### src/rtl/rit_pkg.sv
`timescale 1ns / 1ps
`default_nettype none

package rit_pkg;

  localparam int TIME_BITS   = 32;
  localparam int REPEAT_BITS = 16;

  // Field widths of the request and result payloads
  localparam int KIND_W   = 2;
  localparam int FIELD_W  = 32;
  localparam int REPORT_W = 16;
  localparam int CFG_IDX_W = 2;

  typedef logic [TIME_BITS-1:0]   time_t;
  typedef logic [REPEAT_BITS-1:0] rep_t;

  localparam logic [KIND_W-1:0] KIND_TICK  = 2'd0;
  localparam logic [KIND_W-1:0] KIND_START = 2'd1;
  localparam logic [KIND_W-1:0] KIND_STOP  = 2'd2;
  localparam logic [KIND_W-1:0] KIND_FORCE = 2'd3;

  localparam logic [CFG_IDX_W-1:0] REG_INTERVAL = 2'd0;
  localparam logic [CFG_IDX_W-1:0] REG_TARGET   = 2'd1;
  localparam logic [CFG_IDX_W-1:0] REG_FOREVER  = 2'd2;

  typedef struct packed {
    logic [KIND_W-1:0]  kind;
    logic [FIELD_W-1:0] start_elapsed;
  } in_item_t;

  typedef struct packed {
    logic                expired_pulse;
    logic                is_running;
    logic                is_expired;
    logic [FIELD_W-1:0]  remaining_ms;
    logic [REPORT_W-1:0] repeats_left;
  } out_item_t;

  typedef struct packed {
    time_t interval;
    rep_t  repeat_target;
    logic  repeat_forever;
  } cfg_t;

endpackage

`default_nettype wire

### src/rtl/rit_cfg.sv
`timescale 1ns / 1ps
`default_nettype none

module rit_cfg (
  input  wire logic                           clk,
  input  wire logic                           rst_n,
  input  wire logic                           cfg_valid,
  input  wire logic [rit_pkg::CFG_IDX_W-1:0]  cfg_index,
  input  wire logic [rit_pkg::FIELD_W-1:0]    cfg_data,
  output rit_pkg::cfg_t                       cfg
);

  rit_pkg::cfg_t cfg_r;

  always_ff @(posedge clk) begin
    if (!rst_n) begin
      cfg_r.interval       <= '0;
      cfg_r.repeat_target  <= '0;
      cfg_r.repeat_forever <= 1'b1;
    end else if (cfg_valid) begin
      unique case (cfg_index)
        rit_pkg::REG_INTERVAL: cfg_r.interval <= rit_pkg::time_t'(cfg_data);
        rit_pkg::REG_TARGET:
          cfg_r.repeat_target <= rit_pkg::rep_t'(cfg_data[rit_pkg::REPORT_W-1:0]);
        rit_pkg::REG_FOREVER:  cfg_r.repeat_forever <= cfg_data[0];
        default: ;
      endcase
    end
  end

  assign cfg = cfg_r;

endmodule

`default_nettype wire

### src/rtl/rit_core.sv
`timescale 1ns / 1ps
`default_nettype none

module rit_core (
  input  wire logic               clk,
  input  wire logic               rst_n,
  input  wire logic               step_en,
  input  wire rit_pkg::in_item_t  item,
  input  wire rit_pkg::cfg_t      cfg,
  output rit_pkg::out_item_t      result
);

  localparam logic [1:0] ST_STOPPED = 2'd0;
  localparam logic [1:0] ST_RUNNING = 2'd1;
  localparam logic [1:0] ST_EXPIRED = 2'd2;

  logic [1:0]     state_r, state_nxt;
  rit_pkg::time_t elapsed_r, elapsed_nxt;
  rit_pkg::rep_t  count_r, count_nxt;
  logic           force_r, force_nxt;

  rit_pkg::time_t elapsed_inc;
  rit_pkg::time_t remaining;
  logic           pulse;

  always_comb begin
    state_nxt   = state_r;
    elapsed_nxt = elapsed_r;
    count_nxt   = count_r;
    force_nxt   = force_r;
    pulse       = 1'b0;
    elapsed_inc = (elapsed_r != '1) ? rit_pkg::time_t'(elapsed_r + 1'b1) : elapsed_r;

    unique case (item.kind)
      rit_pkg::KIND_TICK: begin
        if (state_r == ST_EXPIRED && !cfg.repeat_forever && count_r == '0) begin
          state_nxt = ST_STOPPED;
        end else if (state_r != ST_STOPPED) begin
          state_nxt   = ST_RUNNING;
          elapsed_nxt = elapsed_inc;
          if (force_r || elapsed_inc >= cfg.interval) begin
            elapsed_nxt = '0;
            force_nxt   = 1'b0;
            state_nxt   = ST_EXPIRED;
            pulse       = 1'b1;
            if (!cfg.repeat_forever && count_r != '0)
              count_nxt = rit_pkg::rep_t'(count_r - 1'b1);
          end
        end
      end
      rit_pkg::KIND_START: begin
        state_nxt   = ST_RUNNING;
        elapsed_nxt = rit_pkg::time_t'(item.start_elapsed);
        count_nxt   = cfg.repeat_target;
        force_nxt   = 1'b0;
      end
      rit_pkg::KIND_STOP:  state_nxt = ST_STOPPED;
      rit_pkg::KIND_FORCE: force_nxt = 1'b1;
      default: ;
    endcase
  end

  always_ff @(posedge clk) begin
    if (!rst_n) begin
      state_r   <= ST_STOPPED;
      elapsed_r <= '0;
      count_r   <= '0;
      force_r   <= 1'b0;
    end else if (step_en) begin
      state_r   <= state_nxt;
      elapsed_r <= elapsed_nxt;
      count_r   <= count_nxt;
      force_r   <= force_nxt;
    end
  end

  // Report is built from the post-update state
  always_comb begin
    if (force_nxt || elapsed_nxt >= cfg.interval)
      remaining = '0;
    else
      remaining = rit_pkg::time_t'(cfg.interval - elapsed_nxt);

    result.expired_pulse = pulse;
    result.is_running    = (state_nxt != ST_STOPPED);
    result.is_expired    = (state_nxt == ST_EXPIRED);
    result.remaining_ms  = (remaining > rit_pkg::time_t'(64'hFFFF_FFFF)) ?
                           '1 : rit_pkg::FIELD_W'(remaining);
    result.repeats_left  = (count_nxt > rit_pkg::rep_t'(32'hFFFF)) ?
                           '1 : rit_pkg::REPORT_W'(count_nxt);
  end

endmodule

`default_nettype wire

### src/rtl/repeating_interval_timer.sv
`timescale 1ns / 1ps
`default_nettype none

// Channel | Handshake           | Payload
// in_     | in_valid / in_stall | in_data  (kind, start_elapsed)
// out_    | out_valid/ out_stall| out_data (pulse, flags, remaining_ms, repeats_left)
// cfg_    | cfg_valid/ cfg_ready| cfg_index, cfg_data
//
// One request per cycle sustained while out_stall is low; a request passes through
// the input register, then the timer update into the result register.
// Synchronous active-low reset: timer stopped, config registers at defaults.
// A stalled result holds the result register; the input register keeps taking
// requests until it also fills, then in_stall rises.
module repeating_interval_timer (
  input  wire logic                          clk,
  input  wire logic                          rst_n,
  input  wire logic                          in_valid,
  output      logic                          in_stall,
  input  wire rit_pkg::in_item_t             in_data,
  output      logic                          out_valid,
  input  wire logic                          out_stall,
  output rit_pkg::out_item_t                 out_data,
  input  wire logic                          cfg_valid,
  output      logic                          cfg_ready,
  input  wire logic [rit_pkg::CFG_IDX_W-1:0] cfg_index,
  input  wire logic [rit_pkg::FIELD_W-1:0]   cfg_data
);

  rit_pkg::cfg_t      cfg;
  rit_pkg::in_item_t  in_r;
  logic               in_vld_r;
  rit_pkg::out_item_t out_r;
  rit_pkg::out_item_t step_result;
  logic               out_vld_r;
  logic               advance;

  assign cfg_ready = 1'b1;

  assign advance  = in_vld_r && (!out_vld_r || !out_stall);
  assign in_stall = in_vld_r && !advance;

  rit_cfg u_cfg (
    .clk       (clk),
    .rst_n     (rst_n),
    .cfg_valid (cfg_valid),
    .cfg_index (cfg_index),
    .cfg_data  (cfg_data),
    .cfg       (cfg)
  );

  rit_core u_core (
    .clk     (clk),
    .rst_n   (rst_n),
    .step_en (advance),
    .item    (in_r),
    .cfg     (cfg),
    .result  (step_result)
  );

  always_ff @(posedge clk) begin
    if (!rst_n) begin
      in_vld_r  <= 1'b0;
      out_vld_r <= 1'b0;
    end else begin
      if (!in_stall)
        in_vld_r <= in_valid;
      if (advance)
        out_vld_r <= 1'b1;
      else if (!out_stall)
        out_vld_r <= 1'b0;
    end
  end

  always_ff @(posedge clk) begin
    if (!in_stall && in_valid)
      in_r <= in_data;
    if (advance)
      out_r <= step_result;
  end

  assign out_valid = out_vld_r;
  assign out_data  = out_r;

endmodule

`default_nettype wire

### config.mk
export PLATFORM = sky130hd
export DESIGN_NAME = repeating_interval_timer
export DESIGN_NICKNAME = d
export VERILOG_FILES = /design/src/rtl/rit_pkg.sv /design/src/rtl/rit_cfg.sv /design/src/rtl/rit_core.sv /design/src/rtl/repeating_interval_timer.sv
export SDC_FILE = /design/constraint.sdc
export NUM_CORES = 1
export LEC_CHECK = 0
export ABC_AREA = 0
export BUFFER_PORTS_ARGS = -buffer_cell sky130_fd_sc_hd__buf_4
export CORE_MARGIN = 4
export CORE_UTILIZATION = 45
export DETAILED_ROUTE_END_ITERATION = 7
export GPL_TIMING_DRIVEN = 0
export PLACE_DENSITY_LB_ADDON = 0.1
export SETUP_SLACK_MARGIN = 0.3
export SLEW_MARGIN = 20
export SYNTH_ARGS = -nofsm -noshare
export SYNTH_HDL_FRONTEND = slang
export SYNTH_SLANG_ARGS = --single-unit
### constraint.sdc
create_clock -name clk -period 13.6 [get_ports clk]
set_input_delay 0.68 -clock clk [delete_from_list [all_inputs] [get_ports clk]]
set_output_delay 0.68 -clock clk [all_outputs]
set_load 0.01 [all_outputs]
==> reports/qor.tcl <==
set qor(outcome) {finished, final reports clean}
set qor(syn_area_per_cell_um2) 8.623
set qor(final_max_slew_viol_count) 0
set qor(worst_skew_pair.late_latency_ps) 460
set qor(cp-start-kind) {flip-flop}
set qor(power.static_leakage_uw) 0.005304
set qor(fill_cells) 2471
set qor(clk_transition_reported_paths_ps) 80
set qor(flow.area_growth_from_synthesis_pct) 17.35
set qor(top_achievable_clock_speed_ghz) 0.1056
set qor(final.min_clock_period_ps) 9468
set qor(synthTopCellsByCount) {nand2_1 (175), a21oi_1 (117), dfxtp_1 (102)}
set qor(grt_max_degree) 42
set qor(path_max_fanout) 10
set qor(crit_path_end_kind) {flip-flop}
set qor(yosysWarnings) 0
set qor(required_ps) 13790
set qor(synth_edf_count) 85
set qor(hold_viol) 0
set qor(p_total_uw) 1452
set qor(die_height_um) 168.4
set qor(antenna_found_initial) 1
set qor(timing_worst_slew_pin_value_ps) 1214
set qor(floorplan.initialDensity_pct) 45.86
set qor(ctsHtreeMaxLevel) 4
set qor(setup_repair_after_global_routing_missed_its_margin) {false}
set qor(ir_drop_mv) 0.09311
set qor(skew_ps) 23.05
set qor(finalCoreUtilization_pct) 53.81
set qor(synth_seq_cells) 187
set qor(coreArea_um2) 25250
set qor(drv.max_cap_violation_count) 0
set qor(wl_per_cell_um) 23.32
set qor(synthesis.area_um2) 11580
set qor(clock-root-buffer) {clkbuf_16}
set qor(dp_hpwl_um) 32010
set qor(synth_top_cells_by_area) {edfxtp_1 (22%), dfxtp_1 (18%), ha_1 (7.1%)}
set qor(ys_types) 85
set qor(yosysMostFrequentCell) {nand2_1}
set qor(design.final.nets) 1628
set qor(synth_largest_type_area_fraction_pct) 22.04
set qor(routed_wl_um) 42700
set qor(drive_gt1_share_pct) 13.66
set qor(ys_seq_area_share_pct) 39.67
set qor(path_class) {reg2reg}
set qor(grt_pass1_vias) 10540
set qor(post_cts_hold_buffer_count) 0
set qor(die_area_um2) 28370
set qor(finalSetupViolations) 0
set qor(postSynth.asyncResetShare_pct) 0
set qor(synth.largest_area_cell) {edfxtp_1}
set qor(hold_path.class) {in2reg}
set qor(fin_cells) 1831
set qor(numClockSinks) 187
set qor(cts-resized-gates) 0
set qor(port_buffers) 124
set qor(detailedRoute.firstPassIterationCount) 6
set qor(detail-route-antenna-nets) 0
set qor(power.density_nw_per_um2) 106.8
set qor(vias) 11370
set qor(routabilityCongestion) 0.9746
set qor(insertedDiodeCount) 0
set qor(fp.dieW_um) 168.4
set qor(worst_ep_arrival_time_ps) 9660
set qor(totalNegativeSetupSlack_ps) 0
set qor(cts_tree) {yes}
set qor(gr-total-overflow) 0
set qor(vias_per_cell) 6.208
set qor(mappedNetlistNets) 1483
set qor(first_pass_grt_wire_length_um) 64100
set qor(design.portCount) 127
set qor(dp_cells) 1799
set qor(ys_dominant_reg_cell) {dfxtp_1}
set qor(maxSlewHeadroom_pct) 18.86
set qor(final_min_period_over_clock_period_pct) 69.62
set qor(postCtsSetupBuffers) 0
set qor(synthesis.instances) 1343
set qor(post-route-drc-count) 0
set qor(tritoncts.num_buffers) 17
set qor(drt_iter0_markers) 1319
set qor(cts-root-to-sink-buffers) 2
set qor(globalRouteTotalUtil_pct) 29.62
set qor(row_count) 58
[critical path, cell delays in order, from the launching register on]
cell and delay, ps:
dfxtp_1 310, clkbuf_1 270, nand3_1 300, or4_1 680
o31ai_1 1010, nor3_1 200, xnor2_1 210, ha_1 310
nand4_1 130, or4_1 510, or4_1 400, a31oi_1 290
buf_2 370, nor2_1 150, clkbuf_1 370, and2_1 270
o31a_1 230, o21ai_0 440, ha_1 290, nand3_1 130
nor4_1 590, a21boi_0 550, o31ai_1 230, a21boi_0 490
a41oi_1 210, xor2_1 190, nor2_1 70
[layout make-up]
class / instances / area (um^2) / area share, %
Buffer: 91 / 395.4 / 2.909
Clock buffer: 18 / 450.4 / 3.314
Multi-Input combinational cell: 1008 / 6395 / 47.05
Timing Repair Buffer: 126 / 985.9 / 7.255
Tap cell: 330 / 412.9 / 3.038
Clock inverter: 14 / 142.6 / 1.050
Inverter: 57 / 214.0 / 1.574
Sequential cell: 187 / 4594 / 33.81
[stage by stage]
| stage | hold slack (ps) | setup WS, ps | cell area, um^2 |
|---|---|---|---|
| final | 396.8 | 4132 | 13590 |
| after global placement | 454.2 | 4439 | 12920 |
| after CTS | 392.0 | 4442 | 13580 |
| after detailed placement | 454.4 | 4477 | 12990 |
| after global routing | 385.8 | 3797 | 13590 |
| after floorplan | 432.0 | 6834 | 11580 |
[cells by family (layout without fill, tap and decap cells)]
| group | count (synthesis) | count (layout) | synth area share, % |
|---|---|---|---|
| xor gates and xnor gates | 48 | 48 | 3.630 |
| DFF | 187 | 187 | 39.67 |
| other | 1 | 1 | 0.03238 |
| buffers and inverters | 148 | 306 | 5.229 |
| adders and majority gates | 67 | 67 | 7.303 |
| muxes | 16 | 16 | 1.426 |
| AOI/OAI and AO/OA | 378 | 378 | 21.82 |
| and+or+nand+nor | 498 | 498 | 20.88 |
[path summary, 6_finish.rpt]
path                                                    to  depth (start not counted)  slack, ps                               from
worst max-delay path                out_data[43]$_DFFE_PP_                         26       4130  u_core.elapsed_r[21]$_SDFFE_PN0P_
worst min-delay path                    in_r[33]$_DFFE_PP_                          1        400                        in_data[33]
worst max register to register      out_data[43]$_DFFE_PP_                         26       4130  u_core.elapsed_r[21]$_SDFFE_PN0P_
worst min register to register  u_cfg.cfg[14]$_SDFFE_PN0P_                          2        460         u_cfg.cfg[14]$_SDFFE_PN0P_
[state kept, by name (all words and copies together), names as in the netlist]
| signal | flops |
|---|---|
| u_core.elapsed_r | 32 |
| out_valid | 1 |
| u_cfg.cfg | 49 |
| u_core.count_r | 16 |
| out_data | 51 |
| in_vld_r | 1 |
| u_core.force_r | 1 |
| in_r | 34 |
| u_core.state_r | 2 |
[power by group]
group / switching (uW) / internal, uW / leakage [uW]
clock network: 257 / 257 / 0.000295
logic: 193 / 112 / 0.00334
registers: 18.8 / 614 / 0.00167
[layer usage]
metal | vias up | track usage [%] | share of wire, % | wire, um
met4 | 4 | 7.622 | 2.0 | 836
met2 | 604 | 44.65 | 43 | 18520
met5 | - | 1.043 | 0.12 | 50
met1 | 5438 | 43.86 | 44 | 18930
met3 | 63 | 5.330 | 10 | 4362
li1 | 5258 | - | - | -
[cells in the final DEF, fill, tap and decap left out, drive strengths merged, types with 16 or more instances in the layout]
cell / n
edfxtp: 85
clkbuf: 87
or3: 17
nand3: 42
and3: 21
nor3: 45
inv: 66
nand4: 21
a21o: 18
o21ai: 63
a21oi: 118
a31oi: 16
dfxtp: 102
o31ai: 19
xor2: 24
buf: 148
nand2: 175
nor2: 93
xnor2: 24
ha: 66
Note: power is estimated with default switching activity, not from simulation.
